$ cat src/sv/ctcp_pkg.sv
package ctcp_pkg;

    // Console characters the parser reacts to
    localparam logic [7:0] CH_NUL   = 8'h00;
    localparam logic [7:0] CH_TAB   = 8'h09;
    localparam logic [7:0] CH_LF    = 8'h0A;
    localparam logic [7:0] CH_CR    = 8'h0D;
    localparam logic [7:0] CH_SPACE = 8'h20;
    localparam logic [7:0] CH_MINUS = 8'h2D;
    localparam logic [7:0] CH_ZERO  = 8'h30;
    localparam logic [7:0] CH_ONE   = 8'h31;
    localparam logic [7:0] CH_TWO   = 8'h32;
    localparam logic [7:0] CH_NINE  = 8'h39;
    localparam logic [7:0] CH_EQUAL = 8'h3D;
    localparam logic [7:0] CH_LC_D  = 8'h64;
    localparam logic [7:0] CH_LC_R  = 8'h72;
    localparam logic [7:0] CH_LC_S  = 8'h73;
    localparam logic [7:0] CH_LC_T  = 8'h74;
    localparam logic [7:0] CH_LC_V  = 8'h76;
    localparam logic [7:0] CH_LC_Z  = 8'h7A;

    // First letter codes
    localparam logic [2:0] LET_NONE = 3'd0;
    localparam logic [2:0] LET_S    = 3'd1;
    localparam logic [2:0] LET_R    = 3'd2;
    localparam logic [2:0] LET_Z    = 3'd3;
    localparam logic [2:0] LET_D    = 3'd4;
    localparam logic [2:0] LET_T    = 3'd5;
    localparam logic [2:0] LET_V    = 3'd6;

    // Command codes
    localparam logic [3:0] CMD_NONE = 4'd0;
    localparam logic [3:0] CMD_ST   = 4'd1;
    localparam logic [3:0] CMD_RT   = 4'd2;
    localparam logic [3:0] CMD_Z1   = 4'd3;
    localparam logic [3:0] CMD_Z2   = 4'd4;
    localparam logic [3:0] CMD_D1   = 4'd5;
    localparam logic [3:0] CMD_D2   = 4'd6;
    localparam logic [3:0] CMD_T1   = 4'd7;
    localparam logic [3:0] CMD_T2   = 4'd8;
    localparam logic [3:0] CMD_V1   = 4'd9;
    localparam logic [3:0] CMD_V2   = 4'd10;

    // Value limits
    localparam int VALUE_W = 15;
    localparam logic [VALUE_W-1:0] VALUE_MAX = 15'd32767;

    // Command queue between parser and executor
    localparam int QUEUE_DEPTH = 2;
    localparam int QPTR_W      = 1;

    // Ceil(2^38 / 100): exact quotient by 100 for dividends below 2^31
    localparam logic [63:0] RECIP_100   = 64'd2748779070;
    localparam int          RECIP_SHIFT = 38;

    // Parsed command handed to the executor
    typedef struct packed {
        logic [3:0]         code;
        logic signed [15:0] value;
    } ctcp_cmd_t;

    // Result payload, ratio in the lowest bits
    typedef struct packed {
        logic [5:0]         pad;
        logic signed [23:0] compare_master;
        logic signed [23:0] compare_b3;
        logic signed [18:0] compare_b2;
        logic signed [17:0] compare_b1;
        logic signed [23:0] compare_a3;
        logic signed [18:0] compare_a2;
        logic signed [17:0] compare_a1;
        logic signed [15:0] ratio;
    } ctcp_result_t;

    localparam int RESULT_W = $bits(ctcp_result_t);

endpackage

$ cat src/sv/ctcp_queue.sv
module ctcp_queue (
    input  logic                aclk,
    input  logic                aresetn,
    input  logic                push,
    input  ctcp_pkg::ctcp_cmd_t push_data,
    input  logic                pop,
    output logic                full,
    output logic                pop_valid,
    output ctcp_pkg::ctcp_cmd_t pop_data
);

    ctcp_pkg::ctcp_cmd_t entries [ctcp_pkg::QUEUE_DEPTH];

    logic [ctcp_pkg::QPTR_W-1:0] wr_ptr_reg, wr_ptr_next;
    logic [ctcp_pkg::QPTR_W-1:0] rd_ptr_reg, rd_ptr_next;
    logic [ctcp_pkg::QPTR_W:0]   count_reg, count_next;
    logic                        do_push;
    logic                        do_pop;

    assign full      = (count_reg == (ctcp_pkg::QPTR_W + 1)'(ctcp_pkg::QUEUE_DEPTH));
    assign pop_valid = (count_reg != '0);
    assign pop_data  = entries[rd_ptr_reg];
    assign do_push   = push && !full;
    assign do_pop    = pop && pop_valid;

    // Pointer and occupancy update
    always_comb begin
        wr_ptr_next = do_push ? wr_ptr_reg + 1'b1 : wr_ptr_reg;
        rd_ptr_next = do_pop ? rd_ptr_reg + 1'b1 : rd_ptr_reg;
        count_next  = count_reg;
        if (do_push && !do_pop) begin
            count_next = count_reg + 1'b1;
        end else if (do_pop && !do_push) begin
            count_next = count_reg - 1'b1;
        end
    end

    always_ff @(posedge aclk) begin
        if (!aresetn) begin
            wr_ptr_reg <= '0;
            rd_ptr_reg <= '0;
            count_reg  <= '0;
        end else begin
            wr_ptr_reg <= wr_ptr_next;
            rd_ptr_reg <= rd_ptr_next;
            count_reg  <= count_next;
        end
    end

    // Entry storage
    always_ff @(posedge aclk) begin
        if (do_push) begin
            entries[wr_ptr_reg] <= push_data;
        end
    end

endmodule

$ cat config.mk
export PLATFORM = sky130hd
export DESIGN_NAME = ctcp_queue
export DESIGN_NICKNAME = d
export VERILOG_FILES = /design/src/sv/ctcp_pkg.sv /design/src/sv/ctcp_queue.sv
export SDC_FILE = /design/constraint.sdc
export NUM_CORES = 1
export LEC_CHECK = 0
export ABC_AREA = 0
export BUFFER_PORTS_ARGS = -buffer_cell sky130_fd_sc_hd__buf_2
export CELL_PAD_IN_SITES_DETAIL_PLACEMENT = 0
export CELL_PAD_IN_SITES_GLOBAL_PLACEMENT = 2
export CORE_MARGIN = 3
export CORE_UTILIZATION = 39
export DETAILED_ROUTE_END_ITERATION = 6
export PLACE_DENSITY = 0.9
export SETUP_SLACK_MARGIN = 0.1
export SYNTH_ARGS = -nofsm -noshare
export SYNTH_HDL_FRONTEND = slang
export SYNTH_SLANG_ARGS = --single-unit
$ cat constraint.sdc
create_clock -name aclk -period 4 [get_ports aclk]
set_input_delay 0.2 -clock aclk [delete_from_list [all_inputs] [get_ports aclk]]
set_output_delay 0.2 -clock aclk [all_outputs]
set_load 0.02 [all_outputs]
==> metrics.md, run 1 <==
| Metric | Value |
|---|---|
| Setup WS pre-CTS | 2.20 ns |
| Design area | 2040 um2 |
| Setup TNS | 0 ns |
| Max H-tree Level | 2 |
| Synth async-reset ratio | 0% |
| Antenna violations before repair | 0 |
| Synth area leaders | edfxtp_1, mux2_2, dfxtp_1 |
| Ports | 46 |
| Static Leak | 0.774 nW |
| Rows | 23 |
| Die Wd | 71.5 um |
| Global-route wire length before repair | 4.13 mm |
| Max reg flops | 40 |
| Drt pass-1 iters | 4 |
| Filler cell count | 354 |
| TritonCTS clock tree | built |
| Post-synthesis cell area | 1670 um2 |
| Post-synth EDFFs | 40 |
| DIE AREA | 5110 um2 |
| Status | complete, no violations |
| Slowest cell on crit path | dfxtp_1 |
| Critical R2R Launch | count_reg[0] |
| Synth-to-layout area growth | 21.8% |
| Vias in the first global route | 947 |
| CTS Buffer Depth | 2 |
| Crit path launch type | flop |
| Total Wirelength | 2.72 mm |
| DR iter-0 viols | 45 |
| Yosys cell types | 21 |
| Area leader, netlist | edfxtp_1 |
| Gr ovfl total | 0 |
| Hold depth | 1 |
| Hold path start | push_data[18] |
| Clock-pin slew on the worst setup and hold paths | 0.08 ns |
| Via density | 4.74 |
| Final WS setup | 2.05 ns |
| TritonCTS Buffers | 5 |
| Slew HR | 36.3% |
| Chip height | 71.5 um |
| RSZ-0062 raised after global routing | no |
| Core area | 4060 um2 |
| PostCTS Resize Cnt | 0 |
| Top delay family on crit path | flip-flops |
| Hold Path Class | in -> reg |
| Sink Count | 45 |
| Synth Flop Type | edfxtp_1 |
| Wire per inst | 14.5 um |
| Register-to-register setup slack | 2.23 ns |
| Max Clock Skew | 0.0101 ns |
| Share of cells above drive strength 1 | 53.6% |
| CP endpoint kind | output port |
| Crit-path cells | mux2_2 > buf_2 |
| Max Clk Rate | 0.513 GHz |
| Hold_ws | 0.0993 ns |
| Mapped Cells | 87 |
| Cell Area, Placed | 1960 um2 |
| Sequential element share of the synthesized area | 77.8% |
| Largest net degree at the start of global routing | 22 |
| Worst path buffer plus inverter count | 1 |
| Final Hold Vio Count | 0 |
| Initial Utilization | 41.2% |
| Yosys warns | 0 |
| Max VDD drop | 0.000400 V |
| DP Cell Count | 180 |
| Worst-Margin Slew | 0.953 ns |
| R2R cell count | 3 |
| Routability Congestion | 0.663 |
| Seq cells post-synth | 45 |
| Worst EP required | 3.80 ns |
| Hold-fix buffers, CTS | 0 |
| N_diodes | 0 |
| Routed Antenna Nets | 0 |
| Nets@finish | 162 |
| Crit. path cell count | 2 |
| Max FO, Critical Path | 20 |
| Worst skew pair latency | 0.29 ns |
| DRC violations left | 0 |
| Root Driver | clkbuf_8 |
| Slowest stage delay, CP | 0.89 ns |
| Synthesized net count | 112 |
| Final Cycle Share | 48.8% |
| Final Setup Violations | 0 |
| Via count | 892 |
| Critical path class | reg -> out |
| Final slew viol count | 0 |
| Power per Cell Area | 631 nW/um2 |
| WP data arrival | 1.75 ns |
| Finished Layout Cells | 188 |
| Post-DP HPWL | 1.90 mm |
| # Post-CTS Setup Buffers | 0 |
| Gr usage total | 10.9% |
| Max cap viols | 0 |
| Top-area cell type share of the netlist area | 71.8% |
| Synthesized area per cell | 19.2 um2 |
| IO buf count | 45 |
| Min Tclk post-route | 1.95 ns |
## cells in the mapped netlist (2+ instances only)
cell type	instances
and2_1	3
buf_2	2
dfxtp_1	5
edfxtp_1	40
mux2_2	20
xnor2_1	2
## per-layer routing
metal / vias up / share of wire [%] / global-route usage (%)
met1: 421 / 40 / 11.2
met3: 9 / 7.4 / 5.05
met5: - / 0 / 0
li1: 430 / - / -
met4: 0 / 3.1 / 5.85
met2: 32 / 50 / 18.6
## where the power goes
part / leakage, nW / total [mW] / internal [mW] / switching, mW
clock network: 0.0422 / 0.253 / 0.122 / 0.131
logic: 0.317 / 0.387 / 0.170 / 0.217
registers: 0.415 / 0.646 / 0.595 / 0.0515
total: 0.774 / 1.29 / 0.887 / 0.399
## metrics by stage
step | total power [mW] | utilization [%]
5_1_grt | 1.36 | 50.2
2_1_floorplan | 0.922 | -
3_5_place_dp | 1.05 | 48.2
6_report | 1.29 | 50.2
4_1_cts | 1.30 | 50.2
3_3_place_gp | 1.04 | 48.2
## cell usage in the layout, fill, tap and decap left out
cell type / n
clkinv_2: 1
inv_2: 1
nor2_1: 1
ha_1: 1
clkbuf_8: 5
nor3_4: 1
edfxtp_1: 40
inv_1: 1
clkbuf_1: 2
o21ai_0: 1
or3_1: 1
o21a_1: 1
a21boi_0: 1
o21ai_1: 1
buf_2: 45
nand2b_1: 1
and3_1: 1
dfxtp_1: 5
mux2_2: 20
a21boi_1: 1
or2_2: 1
and2_1: 3
xnor2_1: 2
xor2_1: 1
## final cells by class
| cell class | instances | area, um2 | share of cell area [%] |
|---|---|---|---|
| sequential | 45 | 1300 | 63.8 |
| multi-input combinational | 38 | 360 | 17.7 |
| timing repair buffer | 45 | 225 | 11.0 |
| inverter | 2 | 7.51 | 0.368 |
| clock buffer | 7 | 76.3 | 3.74 |
| clock inverter | 1 | 5.00 | 0.246 |
| tap | 50 | 62.6 | 3.07 |
## final timing paths
| kind | end |
|---|---|
| min | entries[1][18] |
| max reg2reg | entries[0][4] |
| max | pop_data[7] |
| min reg2reg | count_reg[1] |
## cell families after synthesis
kind of cell | synth area share (%)
AO/OA/AOI/OAI | 1.94
XOR/XNOR | 1.57
buffers and inverters | 1.05
flip-flops | 77.8
AND/OR/NAND/NOR | 3.44
multiplexers | 13.5
adder cells (fa/ha/maj) | 0.748
Power figures use the tool's default switching activity.
==> inputs of run 2 (changes only) <==
- CORE_UTILIZATION: 39 -> 36
- PLACE_DENSITY: 0.9 -> 0.84
- clock period: 4 -> 1.8 ns (I/O delays scaled with it)
==> metrics.md, run 2 (synthesized netlist as in run 1, its figures left out) <==
| Metric | Value |
|---|---|
| Power per Cell Area | 1290 nW/um2 |
| Die Wd | 74.2 um |
| Top delay family on crit path | simple AND/OR/NAND/NOR gates |
| Largest net degree at the start of global routing | 21 |
| Routability Congestion | 0.630 |
| Worst path buffer plus inverter count | 1 |
| Critical path class | reg -> reg |
| Gr usage total | 11.2% |
| Drt pass-1 iters | 4 |
| Max reg flops | 40 |
| Max H-tree Level | 2 |
| WP data arrival | 1.80 ns |
| Worst skew pair latency | 0.29 ns |
| Slowest cell on crit path | or3_1 |
| CP endpoint kind | flop |
| Vias in the first global route | 1010 |
| IO buf count | 45 |
| Core area | 4410 um2 |
| N_diodes | 0 |
| Via density | 4.56 |
| Ports | 46 |
| Wire per inst | 13.6 um |
| Clock-pin slew on the worst setup and hold paths | 0.07 ns |
| Worst EP required | 2.02 ns |
| Max Clk Rate | 0.633 GHz |
| Crit-path cells | nand2b_1 > inv_2 > nor2_1 > ha_1 > or3_1 > a21boi_1 |
| Share of cells above drive strength 1 | 48.4% |
| Min Tclk post-route | 1.58 ns |
| Final Cycle Share | 87.8% |
| RSZ-0062 raised after global routing | no |
| Nets@finish | 185 |
| Setup WS pre-CTS | 0.208 ns |
| Post-DP HPWL | 1.99 mm |
| Total Wirelength | 2.89 mm |
| Root Driver | clkbuf_8 |
| Final Setup Violations | 0 |
| TritonCTS clock tree | built |
| Slowest stage delay, CP | 0.36 ns |
| Rows | 24 |
| Register-to-register setup slack | 0.22 ns |
| Status | complete, no violations |
| Design area | 2280 um2 |
| Most frequent cells in the layout | buf_2, edfxtp_1, mux2_2, dlygate4sd3_1, clkbuf_8 |
| Max cap viols | 0 |
| Slew HR | 81.9% |
| Worst-Margin Slew | 0.271 ns |
| Routed Antenna Nets | 0 |
| TritonCTS Buffers | 5 |
| Gr ovfl total | 0 |
| Max FO, Critical Path | 5 |
| Global-route wire length before repair | 4.44 mm |
| Sink Count | 45 |
| Final WS setup | 0.220 ns |
| Final slew viol count | 0 |
| Crit path launch type | flop |
| DIE AREA | 5500 um2 |
| DR iter-0 viols | 44 |
| Hold Path Class | in -> reg |
| Cell Area, Placed | 1990 um2 |
| Chip height | 74.2 um |
| Max VDD drop | 0.000483 V |
| Initial Utilization | 37.9% |
| Most common cell after layout, fill and taps aside | buf_2 |
| DRC violations left | 0 |
| CTS Buffer Depth | 2 |
| Final Hold Vio Count | 0 |
| Static Leak | 0.877 nW |
| Synth-to-layout area growth | 36.1% |
| Setup TNS | 0 ns |
| Max Clock Skew | 0.00301 ns |
| Via count | 972 |
| Antenna violations before repair | 0 |
==> run 2: worst reg2reg max path, stage by stage, from the launching register on <==
cell	delay, ns
dfxtp_2	0.35
nand2b_1	0.18
inv_2	0.10
nor2_1	0.05
ha_1	0.33
or3_1	0.36
a21boi_1	0.15
==> run 2: layout make-up <==
class	count	area [um2]
Timing Repair Buffer	68	460
Clock buffer	7	76.3
Inverter	2	7.51
Multi-Input combinational cell	38	360
Clock inverter	1	5.00
Tap cell	52	65.1
Sequential cell	45	1300
Fill cell	391	2140
==> run 2: final timing paths <==
| kind | start | end | cells after the start |
|---|---|---|---|
| max | count_reg[0] | count_reg[1] | 6 |
| min | aresetn | wr_ptr_reg | 2 |
| max reg2reg | count_reg[0] | count_reg[1] | 6 |
| min reg2reg | count_reg[1] | count_reg[1] | 2 |
==> run 2: where the power goes <==
part           internal [mW]  switching (mW)
Sequential              1.32          0.0714
Combinational          0.446           0.533
Clock                  0.272           0.301
Total                   2.04           0.906
==> run 2: layer usage <==
metal	part of all wire, %	track usage [%]
met3	5.2	2.84
met4	3.1	7.24
met5	0	0
met2	53	20.1
met1	38	11.6
==> run 2: metrics by stage <==
| step | cells | utilization (%) | hold WS, ns | total power, mW |
|---|---|---|---|---|
| floorplan | 87 | - | 0.189 | 2.06 |
| global placement | 185 | 45.2 | 0.278 | 2.35 |
| detailed placement | 185 | 45.2 | 0.281 | 2.37 |
| CTS | 213 | 51.6 | 0.0542 | 2.99 |
| global route | 213 | 51.6 | 0.0691 | 3.12 |
| finish | 213 | 51.6 | 0.0641 | 2.95 |
==> run 2: timing repair <==
action	4_1_cts	5_1_grt
setup endpoints to repair	0	1
resized for setup	0	1
hold buffers	20	0
hold endpoints to repair	40	0
setup buffers	0	0
==> inputs of run 3 (changes only) <==
- CORE_MARGIN: 3 -> unset
- CTS_CLUSTER_DIAMETER: unset -> 200
==> metrics.md, run 3 (synthesized netlist as in run 1, its figures left out) <==
| Metric | Value |
|---|---|
| Status | complete, no violations |
| DR iter-0 viols | 24 |
| Sink Count | 45 |
| Hold depth | 2 |
| Crit. path cell count | 7 |
| Max VDD drop | 0.000622 V |
| Die Wd | 70.2 um |
| Worst path buffer plus inverter count | 1 |
| Top delay family on crit path | simple AND/OR/NAND/NOR gates |
| CTS Buffer Depth | 2 |
| TritonCTS clock tree | built |
| Pint | 2.04 mW |
| IO buf count | 45 |
| Sw Pwr | 0.916 mW |
| Max FO, Critical Path | 5 |
| Hold Path Class | in -> reg |
| WP data arrival | 1.82 ns |
| Most common cell after layout, fill and taps aside | buf_2 |
| Final slew viol count | 0 |
| CP endpoint kind | flop |
| Ports | 46 |
| Clock share of power | 19.4% |
| Crit path launch type | flop |
| Post-DP HPWL | 1.99 mm |
| Comb power frac | 34.0% |
| Static Leak | 0.889 nW |
| Wire per inst | 13.4 um |
| Power per Cell Area | 1290 nW/um2 |
| Slew HR | 85.7% |
| Final Cycle Share | 88.6% |
| Max Clock Skew | 0.00547 ns |
| Critical path class | reg -> reg |
| Worst skew pair latency | 0.29 ns |
| Synth-to-layout area growth | 36.6% |
| Drt pass-1 iters | 4 |
| Max reg flops | 40 |
| R2R cell count | 7 |
| Worst-Margin Slew | 0.213 ns |
| Share of cells above drive strength 1 | 48.8% |
| Slowest cell on crit path | dfxtp_1 |
| Worst EP required | 2.02 ns |
| RSZ-0062 raised after global routing | no |
| Max H-tree Level | 2 |
| # Post-CTS Setup Buffers | 0 |
| Antenna violations before repair | 0 |
| Final core occ | 51.8% |
| Root Driver | clkbuf_8 |
| Seq pwr share | 46.6% |
| Nets@finish | 188 |
| Largest net degree at the start of global routing | 14 |
| Sw Share | 31.0% |
| Via density | 4.66 |
| Gr usage total | 12.8% |
| Hold_ws | 0.0724 ns |
| N_diodes | 0 |
| Initial Utilization | 37.9% |
| DRC violations left | 0 |
| Routed Antenna Nets | 0 |
| Gr ovfl total | 0 |
| Slowest stage delay, CP | 0.35 ns |
| Rows | 24 |
| Vias in the first global route | 1063 |
| Max cap viols | 0 |
| Total Wirelength | 2.89 mm |
| Final Setup Violations | 0 |
| Routability Congestion | 0.626 |
| TritonCTS Buffers | 5 |
| Min Tclk post-route | 1.60 ns |
| Global-route wire length before repair | 4.68 mm |
| Final Hold Vio Count | 0 |
| Setup TNS | 0 ns |
| PostCTS Resize Cnt | 0 |
| Max Clk Rate | 0.627 GHz |
| Chip height | 70.2 um |
| Crit-path cells | nand2b_1 > inv_2 > nor2_1 > ha_1 > xor2_1 > or3_1 > a21boi_1 |
| Via count | 1006 |
| Clock-pin slew on the worst setup and hold paths | 0.07 ns |
| Core area | 4410 um2 |
| DIE AREA | 4920 um2 |
| Final Total Pwr | 2.95 mW |
| Most frequent cells in the layout | buf_2, edfxtp_1, mux2_2, dlygate4sd3_1, buf_4 |
run 3: cell count changes in the layout (fill, tap and decap cells not counted), sizes merged:
cell,previous run,this run
buf,48,51
run 3: what timing repair did:
| item | 4_1_cts | 5_1_grt |
|---|---|---|
| endpoints found under the setup margin | 0 | 0 |
| hold buffers | 20 | 0 |
| hold endpoints to repair | 40 | 0 |
run 3: layout make-up:
cell class                 instances  area, um2
fill                             376       2130
tap                               52       65.1
sequential                        45       1300
clock buffer                       7       76.3
timing repair buffer              71        470
inverter                           2       7.51
multi-input combinational         38        360
clock inverter                     1       5.00
run 3: worst paths after layout:
| kind | slack, ns | endpoint | start |
|---|---|---|---|
| worst min register to register | 0.55 | count_reg[1] | count_reg[1] |
| worst max-delay path | 0.20 | count_reg[1] | count_reg[0] |
| worst max register to register | 0.20 | count_reg[1] | count_reg[0] |
| worst min-delay path | 0.07 | count_reg[0] | aresetn |
run 3: power by group through the flow:
| stage | Clock [mW] | Sequential (mW) | Combinational, mW |
|---|---|---|---|
| after floorplan | 0 | 1.38 | 0.673 |
| after global placement | 0 | 1.39 | 0.961 |
| after detailed placement | 0 | 1.40 | 0.979 |
| after CTS | 0.609 | 1.37 | 1.02 |
| after global routing | 0.647 | 1.39 | 1.07 |
| final | 0.574 | 1.38 | 1.00 |
run 3: layer usage:
metal  part of all wire [%]  GRT usage [%]
met5                      0              0
met1                     44           14.5
met2                     48           21.2
met3                    5.6           5.19
met4                    1.9           6.00
run 3: stage by stage:
stage                     std cells  instance area, um2  setup slack, ns
after floorplan                  87                1680            0.246
after global placement          188                2000            0.305
after detailed placement        188                2000            0.216
after CTS                       216                2290            0.195
after global routing            216                2290            0.124
final                           216                2290            0.205
