$ cat src/sv/ctcp_pkg.sv
package ctcp_pkg;

    // Console characters the parser reacts to
    localparam logic [7:0] CH_NUL   = 8'h00;
    localparam logic [7:0] CH_TAB   = 8'h09;
    localparam logic [7:0] CH_LF    = 8'h0A;
    localparam logic [7:0] CH_CR    = 8'h0D;
    localparam logic [7:0] CH_SPACE = 8'h20;
    localparam logic [7:0] CH_MINUS = 8'h2D;
    localparam logic [7:0] CH_ZERO  = 8'h30;
    localparam logic [7:0] CH_ONE   = 8'h31;
    localparam logic [7:0] CH_TWO   = 8'h32;
    localparam logic [7:0] CH_NINE  = 8'h39;
    localparam logic [7:0] CH_EQUAL = 8'h3D;
    localparam logic [7:0] CH_LC_D  = 8'h64;
    localparam logic [7:0] CH_LC_R  = 8'h72;
    localparam logic [7:0] CH_LC_S  = 8'h73;
    localparam logic [7:0] CH_LC_T  = 8'h74;
    localparam logic [7:0] CH_LC_V  = 8'h76;
    localparam logic [7:0] CH_LC_Z  = 8'h7A;

    // First letter codes
    localparam logic [2:0] LET_NONE = 3'd0;
    localparam logic [2:0] LET_S    = 3'd1;
    localparam logic [2:0] LET_R    = 3'd2;
    localparam logic [2:0] LET_Z    = 3'd3;
    localparam logic [2:0] LET_D    = 3'd4;
    localparam logic [2:0] LET_T    = 3'd5;
    localparam logic [2:0] LET_V    = 3'd6;

    // Command codes
    localparam logic [3:0] CMD_NONE = 4'd0;
    localparam logic [3:0] CMD_ST   = 4'd1;
    localparam logic [3:0] CMD_RT   = 4'd2;
    localparam logic [3:0] CMD_Z1   = 4'd3;
    localparam logic [3:0] CMD_Z2   = 4'd4;
    localparam logic [3:0] CMD_D1   = 4'd5;
    localparam logic [3:0] CMD_D2   = 4'd6;
    localparam logic [3:0] CMD_T1   = 4'd7;
    localparam logic [3:0] CMD_T2   = 4'd8;
    localparam logic [3:0] CMD_V1   = 4'd9;
    localparam logic [3:0] CMD_V2   = 4'd10;

    // Value limits
    localparam int VALUE_W = 15;
    localparam logic [VALUE_W-1:0] VALUE_MAX = 15'd32767;

    // Command queue between parser and executor
    localparam int QUEUE_DEPTH = 2;
    localparam int QPTR_W      = 1;

    // Ceil(2^38 / 100): exact quotient by 100 for dividends below 2^31
    localparam logic [63:0] RECIP_100   = 64'd2748779070;
    localparam int          RECIP_SHIFT = 38;

    // Parsed command handed to the executor
    typedef struct packed {
        logic [3:0]         code;
        logic signed [15:0] value;
    } ctcp_cmd_t;

    // Result payload, ratio in the lowest bits
    typedef struct packed {
        logic [5:0]         pad;
        logic signed [23:0] compare_master;
        logic signed [23:0] compare_b3;
        logic signed [18:0] compare_b2;
        logic signed [17:0] compare_b1;
        logic signed [23:0] compare_a3;
        logic signed [18:0] compare_a2;
        logic signed [17:0] compare_a1;
        logic signed [15:0] ratio;
    } ctcp_result_t;

    localparam int RESULT_W = $bits(ctcp_result_t);

endpackage

$ cat src/sv/ctcp_front.sv
module ctcp_front #(
    parameter int MAX_LINE = 48
) (
    input  logic              aclk,
    input  logic              aresetn,
    input  logic              in_accept,
    input  logic [7:0]        char_in,
    input  logic              end_of_line,
    output logic              cmd_push,
    output ctcp_pkg::ctcp_cmd_t cmd_data
);

    localparam int CNT_W = $clog2(MAX_LINE);
    localparam logic [CNT_W-1:0] LINE_LIMIT = CNT_W'(MAX_LINE - 1);

    logic [2:0]                    first_letter_reg, first_letter_next;
    logic [3:0]                    command_reg, command_next;
    logic                          equal_seen_reg, equal_seen_next;
    logic                          minus_seen_reg, minus_seen_next;
    logic [ctcp_pkg::VALUE_W-1:0]  value_acc_reg, value_acc_next;
    logic                          leading_done_reg, leading_done_next;
    logic                          token_done_reg, token_done_next;
    logic [CNT_W-1:0]              char_count_reg, char_count_next;
    logic [18:0]                   acc_x10;
    logic                          is_space;
    logic                          is_digit;

    assign is_space = (char_in == ctcp_pkg::CH_SPACE) || (char_in == ctcp_pkg::CH_TAB) ||
                      (char_in == ctcp_pkg::CH_CR) || (char_in == ctcp_pkg::CH_LF);
    assign is_digit = (char_in >= ctcp_pkg::CH_ZERO) && (char_in <= ctcp_pkg::CH_NINE);
    assign acc_x10  = 19'(value_acc_reg) * 19'd10 + 19'(char_in - ctcp_pkg::CH_ZERO);

    // Byte parse and end-of-line dispatch
    always_comb begin
        first_letter_next = first_letter_reg;
        command_next      = command_reg;
        equal_seen_next   = equal_seen_reg;
        minus_seen_next   = minus_seen_reg;
        value_acc_next    = value_acc_reg;
        leading_done_next = leading_done_reg;
        token_done_next   = token_done_reg;
        char_count_next   = char_count_reg;
        cmd_push          = 1'b0;
        cmd_data.code     = command_reg;
        cmd_data.value    = 16'sd0;

        if (in_accept) begin
            if (char_count_reg < LINE_LIMIT) begin
                char_count_next = char_count_reg + 1'b1;
                if (!token_done_reg) begin
                    if (char_in == ctcp_pkg::CH_NUL) begin
                        token_done_next = 1'b1;
                    end else if (is_space) begin
                        if (leading_done_reg) begin
                            token_done_next = 1'b1;
                        end
                    end else begin
                        leading_done_next = 1'b1;
                        if (first_letter_reg == ctcp_pkg::LET_NONE) begin
                            case (char_in)
                                ctcp_pkg::CH_LC_S: first_letter_next = ctcp_pkg::LET_S;
                                ctcp_pkg::CH_LC_R: first_letter_next = ctcp_pkg::LET_R;
                                ctcp_pkg::CH_LC_Z: first_letter_next = ctcp_pkg::LET_Z;
                                ctcp_pkg::CH_LC_D: first_letter_next = ctcp_pkg::LET_D;
                                ctcp_pkg::CH_LC_T: first_letter_next = ctcp_pkg::LET_T;
                                ctcp_pkg::CH_LC_V: first_letter_next = ctcp_pkg::LET_V;
                                default:           first_letter_next = ctcp_pkg::LET_NONE;
                            endcase
                        end else if (equal_seen_reg) begin
                            if (is_digit) begin
                                value_acc_next = (acc_x10 > 19'(ctcp_pkg::VALUE_MAX)) ?
                                                 ctcp_pkg::VALUE_MAX : acc_x10[14:0];
                            end else if (char_in == ctcp_pkg::CH_MINUS) begin
                                minus_seen_next = 1'b1;
                            end
                        end else if (command_reg != ctcp_pkg::CMD_NONE) begin
                            if (char_in == ctcp_pkg::CH_EQUAL) begin
                                equal_seen_next = 1'b1;
                            end
                        end else if (first_letter_reg == ctcp_pkg::LET_S) begin
                            command_next = ctcp_pkg::CMD_ST;
                        end else if (first_letter_reg == ctcp_pkg::LET_R) begin
                            command_next = ctcp_pkg::CMD_RT;
                        end else if (char_in == ctcp_pkg::CH_ONE ||
                                     char_in == ctcp_pkg::CH_TWO) begin
                            case (first_letter_reg)
                                ctcp_pkg::LET_Z: command_next = (char_in == ctcp_pkg::CH_ONE) ?
                                                 ctcp_pkg::CMD_Z1 : ctcp_pkg::CMD_Z2;
                                ctcp_pkg::LET_D: command_next = (char_in == ctcp_pkg::CH_ONE) ?
                                                 ctcp_pkg::CMD_D1 : ctcp_pkg::CMD_D2;
                                ctcp_pkg::LET_T: command_next = (char_in == ctcp_pkg::CH_ONE) ?
                                                 ctcp_pkg::CMD_T1 : ctcp_pkg::CMD_T2;
                                ctcp_pkg::LET_V: command_next = (char_in == ctcp_pkg::CH_ONE) ?
                                                 ctcp_pkg::CMD_V1 : ctcp_pkg::CMD_V2;
                                default:         command_next = ctcp_pkg::CMD_NONE;
                            endcase
                        end
                    end
                end
            end

            // Line ends: hand a complete command over, then clear the parse
            if (end_of_line) begin
                cmd_push = equal_seen_next && (command_next != ctcp_pkg::CMD_NONE) &&
                           (command_next <= ctcp_pkg::CMD_V2);
                cmd_data.code  = command_next;
                cmd_data.value = minus_seen_next ? 16'sd0 - $signed({1'b0, value_acc_next}) :
                                                   $signed({1'b0, value_acc_next});
                first_letter_next = ctcp_pkg::LET_NONE;
                command_next      = ctcp_pkg::CMD_NONE;
                equal_seen_next   = 1'b0;
                minus_seen_next   = 1'b0;
                value_acc_next    = '0;
                leading_done_next = 1'b0;
                token_done_next   = 1'b0;
                char_count_next   = '0;
            end
        end
    end

    always_ff @(posedge aclk) begin
        if (!aresetn) begin
            first_letter_reg <= ctcp_pkg::LET_NONE;
            command_reg      <= ctcp_pkg::CMD_NONE;
            equal_seen_reg   <= 1'b0;
            minus_seen_reg   <= 1'b0;
            value_acc_reg    <= '0;
            leading_done_reg <= 1'b0;
            token_done_reg   <= 1'b0;
            char_count_reg   <= '0;
        end else begin
            first_letter_reg <= first_letter_next;
            command_reg      <= command_next;
            equal_seen_reg   <= equal_seen_next;
            minus_seen_reg   <= minus_seen_next;
            value_acc_reg    <= value_acc_next;
            leading_done_reg <= leading_done_next;
            token_done_reg   <= token_done_next;
            char_count_reg   <= char_count_next;
        end
    end

endmodule

$ cat config.mk
export PLATFORM = sky130hd
export DESIGN_NAME = ctcp_front
export DESIGN_NICKNAME = d
export VERILOG_FILES = /design/src/sv/ctcp_pkg.sv /design/src/sv/ctcp_front.sv
export SDC_FILE = /design/constraint.sdc
export NUM_CORES = 1
export LEC_CHECK = 0
export BUFFER_PORTS_ARGS = -buffer_cell sky130_fd_sc_hd__buf_2
export CAP_MARGIN = 10
export CORE_MARGIN = 2
export CORE_UTILIZATION = 56
export DETAILED_ROUTE_END_ITERATION = 8
export GPL_ROUTABILITY_DRIVEN = 0
export PLACE_DENSITY = 0.77
export RECOVER_POWER = 100
export SLEW_MARGIN = 20
export SYNTH_ARGS = -nofsm -noshare
export SYNTH_HDL_FRONTEND = slang
export SYNTH_SLANG_ARGS = --single-unit
export TNS_END_PERCENT = 10
$ cat constraint.sdc
create_clock -name aclk -period 7.1 [get_ports aclk]
set_clock_uncertainty 0.05 [all_clocks]
set_input_delay 1.065 -clock aclk [delete_from_list [all_inputs] [get_ports aclk]]
set_output_delay 1.065 -clock aclk [all_outputs]
set_load 0.05 [all_outputs]
==> results of run 1 <==
layout by cell type, fill, tap and decap left out, types with 4 or more instances in the layout:
cell type	instances
mux2i_1	5
a21o_1	13
o21a_1	6
dfxtp_1	26
nor2_1	59
buf_2	21
and3_1	10
a31oi_1	8
nand2b_1	5
nor4_1	7
or3_1	5
a211oi_1	7
nor2b_1	25
xor2_1	10
nand3_1	11
buf_6	5
o211ai_1	12
xnor2_1	20
a31o_2	4
nand4_1	8
nor3b_1	4
a21oi_2	7
or2_2	5
o22ai_2	4
o22ai_1	12
o21bai_1	6
dfxtp_2	4
o21ai_0	30
buf_4	51
inv_1	18
nor3_1	18
and2_1	16
o21ai_2	4
ha_1	37
a22oi_1	5
clkbuf_1	6
ha_4	9
clkbuf_8	5
a21oi_1	44
nand2_1	34
metal layers:
layer  vias up  routed length [um]
met5         -                   0
met4         0                 741
met1      2402                5567
met3        75                1084
li1       2387                   -
met2       285                6700
where the power goes:
group | total (W) | switching [W] | internal, W
Clock | 0.000186 | 0.0000822 | 0.000104
Sequential | 0.000180 | 0.000000778 | 0.000179
Combinational | 0.0000941 | 0.0000600 | 0.0000341
cell families after synthesis:
kind of cell	share of synthesized area
multiplexers	0.01838
XOR/XNOR	0.06644
AND/OR/NAND/NOR	0.2714
flip-flops	0.1448
adder cells (fa/ha/maj)	0.1448
buffers and inverters	0.04326
AO/OA/AOI/OAI	0.3110
critical path: cells and delay by family (launching register included):
family | cells | cell delay (ps)
AO/OA/AOI/OAI | 12 | 2240
AND/OR/NAND/NOR | 9 | 1560
adder cells (fa/ha/maj) | 5 | 1260
flip-flops | 1 | 370
buffers and inverters | 1 | 180
XOR/XNOR | 1 | 140
area by class of cell:
type | instances | area, um^2 | share of cell area
sequential | 32 | 653.1 | 0.1201
clock buffer | 5 | 68.82 | 0.01265
tap | 102 | 127.6 | 0.02346
timing repair buffer | 83 | 566.8 | 0.1042
inverter | 19 | 71.32 | 0.01311
multi-input combinational | 524 | 3910 | 0.7187
clock inverter | 3 | 42.54 | 0.007820
what timing repair did:
action / CTS / global route
pin swaps: 28 / 35
setup endpoints to repair: 6 / 7
buffers inserted: 13 / 9
gates resized for setup: 33 / 37
cloned: 0 / 0
final timing paths:
check                           depth (start not counted)                        endpoint                           from  slack [ps]
worst max-delay path                                   28                    cmd_data[12]  value_acc_reg[3]$_SDFFE_PN0P_         -70
worst min-delay path                                    2     minus_seen_reg$_SDFFE_PN0P_    minus_seen_reg$_SDFFE_PN0P_         440
worst max register to register                         25  value_acc_reg[12]$_SDFFE_PN0P_  value_acc_reg[2]$_SDFFE_PN0P_        2020
worst min register to register                          2     minus_seen_reg$_SDFFE_PN0P_    minus_seen_reg$_SDFFE_PN0P_         440
metrics by stage:
stage                     TNS (ps)  cell area [um^2]  std cells  total power (W)
after floorplan                  0              4473        602        0.0002417
after global placement           0              4858        738        0.0002675
after detailed placement    -624.2              4858        738        0.0002695
after CTS                   -91.61              5226        759        0.0004508
after global routing         -1626              5440        768        0.0004730
final                       -173.6              5440        768        0.0004604
==> impl_metrics.env, run 1 <==
export IMPL_hp_class="flop to flop"
export IMPL_fmax_mhz=139.5
export IMPL_drv_slew=0
export IMPL_num_io_pins=33
export IMPL_endpoint_kind="output port"
export IMPL_drc_errors=0
export IMPL_dp_final_hpwl_um=9797
export IMPL_netlist_area_mm2=0.004425
export IMPL_nets=727
export IMPL_outcome="finished with violations"
export IMPL_area_growth_pct=22.93
export IMPL_synth_top_flop_cell="dfxtp_1"
export IMPL_drtAntennaViolNets=0
export IMPL_slowest_stage="dfxtp_4"
export IMPL_power_leakage_nw=2.288
export IMPL_netlist_top_cell_by_area="dfxtp_1"
export IMPL_initial_core_util=0.5757
export IMPL_synth_seq_cells=32
export IMPL_ys_seq_area_frac=0.1448
export IMPL_synth_area_top_cells="dfxtp_1 (14%), ha_1 (14%), a21oi_1 (6.1%)"
export IMPL_utilization=0.7077
export IMPL_yosys_top_cells_count="nor2_1 (62), a21oi_1 (54), ha_1 (48), nand2_1 (36), o21ai_0 (34)"
export IMPL_cts_root_buf="clkbuf_8"
export IMPL_cts_max_level=2
export IMPL_async_flop_share=0
export IMPL_use_met2=0.5332
export IMPL_fill_cells=593
export IMPL_synth_edff_count=0
export IMPL_synthCells=602
export IMPL_fin_crit_ps=7171
export IMPL_ys_types=70
export IMPL_grt_use_total=0.3133
export IMPL_slew_headroom=0.2902
export IMPL_vias=5149
export IMPL_grt_pass1_wl_um=22240
export IMPL_clk_pin_slew_ps=80
export IMPL_violations="setup timing"
export IMPL_grt_max_degree=31
export IMPL_powerDensity_mw_per_mm2=84.63
export IMPL_cp_start_kind="flop"
export IMPL_cts_sinks=32
export IMPL_whs_ps=441.2
export IMPL_core_mm2=0.007687
export IMPL_yosys_warnings=0
export IMPL_hold_buffers=0
export IMPL_crit_arrival_ps=6060
export IMPL_largest_register_ffs=15
export IMPL_io_buffers=32
export IMPL_drv_cap=0
export IMPL_use_met1=0.3725
export IMPL_tightestPinTransition_ps=1063
export IMPL_cts_tree="yes"
export IMPL_via_per_inst=6.704
export IMPL_antenna_found_initial=0
export IMPL_syn_nets=664
export IMPL_finalSetupViolCount=3
export IMPL_hold_viol=0
export IMPL_peakVddDrop_mv=0.1019
export IMPL_syn_area_per_cell_um2=7.351
export IMPL_die_area_mm2=0.008629
export IMPL_die_x_um=92.90
export IMPL_crit_fanout=4
export IMPL_synth_top_area_share=0.1448
export IMPL_first_global_vias=4805
export IMPL_die_h_um=92.90
export IMPL_first_iter_violations=466
export IMPL_cp_required_ps=5980
export IMPL_fp_row_count=32
export IMPL_wire_per_inst_um=18.35
export IMPL_routed_wirelength_um=14090
export IMPL_busiest_layer="met2"
export IMPL_drive_above_1_share=0.2432
export IMPL_place_ws_ps=-209.9
export IMPL_criticalPathCategory="flop to output port"
export IMPL_yosysMostFrequentCell="nor2_1"
export IMPL_max_clock_path_buffers=2
export IMPL_critPathMaxStageDelay_ps=370
export IMPL_antenna_cells=0
export IMPL_grt_overflow=0
export IMPL_dr_pass1_iters=6
export IMPL_insertion_delay_ps=300
export IMPL_timing_final_crit_share=1.010
export IMPL_worst_slack_ps=-70.50
export IMPL_rsz0062_at_grt="yes"
export IMPL_cts_buffers=5
export IMPL_grtUsageMet3=0.05696
Note: power is estimated with default switching activity, not from simulation.
==> run 2, diff against run 1 <==
- CTS_BUF_LIST: not set -> sky130_fd_sc_hd__clkbuf_16
- PLACE_DENSITY: 0.77 -> not set
- PLACE_DENSITY_LB_ADDON: not set -> 0.2
==> run 2 against run 1 <==
  * The flow still finishes with violations (setup timing)
  * Critical path depth rose by 2
  * Sequential power barely moved
  * Via count fell by 0.95%
  * Worst hold slack got worse by 4.0 ps
  * First-iteration DRC count rose by 34%
  * Clock power rose by 7%
  * Critical path type unchanged
  * Highest routed layer unchanged
==> impl_metrics.env, run 2 (same netlist as run 1, synthesis figures left out) <==
export IMPL_outcome="finished with violations"
export IMPL_violations="setup timing"
export IMPL_dr_pass1_iters=6
export IMPL_fin_total_pwr_w=0.0004721
export IMPL_worst_slack_ps=-244.8
export IMPL_die_area_mm2=0.008629
export IMPL_whs_ps=437.2
export IMPL_dp_final_hpwl_um=9988
export IMPL_grt_max_degree=31
export IMPL_fin_crit_ps=7345
export IMPL_crit_arrival_ps=6230
export IMPL_crit_fanout=4
export IMPL_hold_viol=0
export IMPL_via_per_inst=6.615
export IMPL_timing_final_crit_share=1.034
export IMPL_cp_start_kind="flop"
export IMPL_nets=731
export IMPL_drc_errors=0
export IMPL_max_clock_path_buffers=2
export IMPL_final_common_cell="nor2_1"
export IMPL_slowest_stage="or3_1"
export IMPL_insertion_delay_ps=270
export IMPL_cts_max_level=2
export IMPL_slew_headroom=0.2840
export IMPL_peakVddDrop_mv=0.09481
export IMPL_grt_pass1_wl_um=22940
export IMPL_largest_register_ffs=15
export IMPL_drv_cap=0
export IMPL_critPathMaxStageDelay_ps=370
export IMPL_drtAntennaViolNets=0
export IMPL_antenna_cells=0
export IMPL_die_x_um=92.90
export IMPL_hp_class="flop to flop"
export IMPL_drive_above_1_share=0.2347
export IMPL_power_leakage_nw=2.299
export IMPL_rsz0062_at_grt="yes"
export IMPL_routed_wirelength_um=14260
export IMPL_cts_tree="yes"
export IMPL_wire_per_inst_um=18.50
export IMPL_num_io_pins=33
export IMPL_io_buffers=32
export IMPL_fmax_mhz=136.2
export IMPL_die_h_um=92.90
export IMPL_place_ws_ps=-106.5
export IMPL_first_iter_violations=623
export IMPL_cts_sinks=32
export IMPL_hold_buffers=0
export IMPL_endpoint_kind="output port"
export IMPL_area_growth_pct=23.61
export IMPL_initial_core_util=0.5757
export IMPL_fp_row_count=32
export IMPL_vias=5100
export IMPL_antenna_found_initial=0
export IMPL_cp_required_ps=5980
export IMPL_first_global_vias=4792
export IMPL_drv_slew=0
export IMPL_cts_buffers=5
export IMPL_cts_root_buf="clkbuf_16"
export IMPL_powerDensity_mw_per_mm2=86.31
export IMPL_clk_pin_slew_ps=50
export IMPL_criticalPathCategory="flop to output port"
export IMPL_finalSetupViolCount=5
export IMPL_path_common_cell="o21ai_2"
export IMPL_final_cell_mix="nor2_1 (59), buf_4 (54), a21oi_1 (48), ha_1 (37), nand2_1 (34)"
export IMPL_core_mm2=0.007687
export IMPL_tightestPinTransition_ps=1072
export IMPL_grt_use_total=0.3252
export IMPL_grt_overflow=0
-- run 2: worst max-delay path: cells and delay by family, from the launching register on --
kind / cells / cell delay [ps]
buffers and inverters: 2 / 310
adders and majority gates: 5 / 1250
AOI/OAI and AO/OA: 12 / 1850
DFF: 1 / 330
and+or+nand+nor: 10 / 2030
muxes: 1 / 210
-- run 2: cell type report --
cell class,instances,area [um^2]
clock buffers,5,125.1
inverters,19,71.32
well taps,102,127.6
flip-flops and latches,32,649.4
multi-input cells,524,3889
fillers,633,2217
repair buffers,87,600.6
clock inverters,2,7.507
-- run 2: timing repair --
action                                  4_1_cts  5_1_grt
endpoints found under the setup margin        6        6
gates resized for setup                      39       29
pin swaps                                    36       27
buffers inserted                             17       10
-- run 2: path summary, 6_finish.rpt --
kind,startpoint,to,slack [ps],cells after the start
worst max-delay path,value_acc_reg[1]$_SDFFE_PN0P_,cmd_data[12],-240,30
worst min-delay path,minus_seen_reg$_SDFFE_PN0P_,minus_seen_reg$_SDFFE_PN0P_,440,2
worst max register to register,value_acc_reg[1]$_SDFFE_PN0P_,value_acc_reg[14]$_SDFFE_PN0P_,1950,24
worst min register to register,minus_seen_reg$_SDFFE_PN0P_,minus_seen_reg$_SDFFE_PN0P_,440,2
-- run 2: routing by layer --
layer / share of wire / routed length, um / GRT usage
met5: 0 / 0 / 0
met4: 0.027 / 379 / 0.1005
met3: 0.088 / 1261 / 0.05614
met2: 0.46 / 6557 / 0.5314
met1: 0.43 / 6063 / 0.4359
-- run 2: power by group --
group          switching (W)  internal, W   total, W
sequential       0.000000809     0.000180   0.000181
clock              0.0000738     0.000125   0.000199
combinational      0.0000590    0.0000330  0.0000920
-- run 2: metrics by stage --
step	util	cells	setup TNS, ps	instance area, um^2
detailed placement	0.6310	737	-205.0	4851
floorplan	-	602	0	4473
CTS	0.6906	761	-24.35	5309
global placement	0.6310	737	0	4851
global route	0.7116	771	-1933	5470
finish	0.7116	771	-878.0	5470
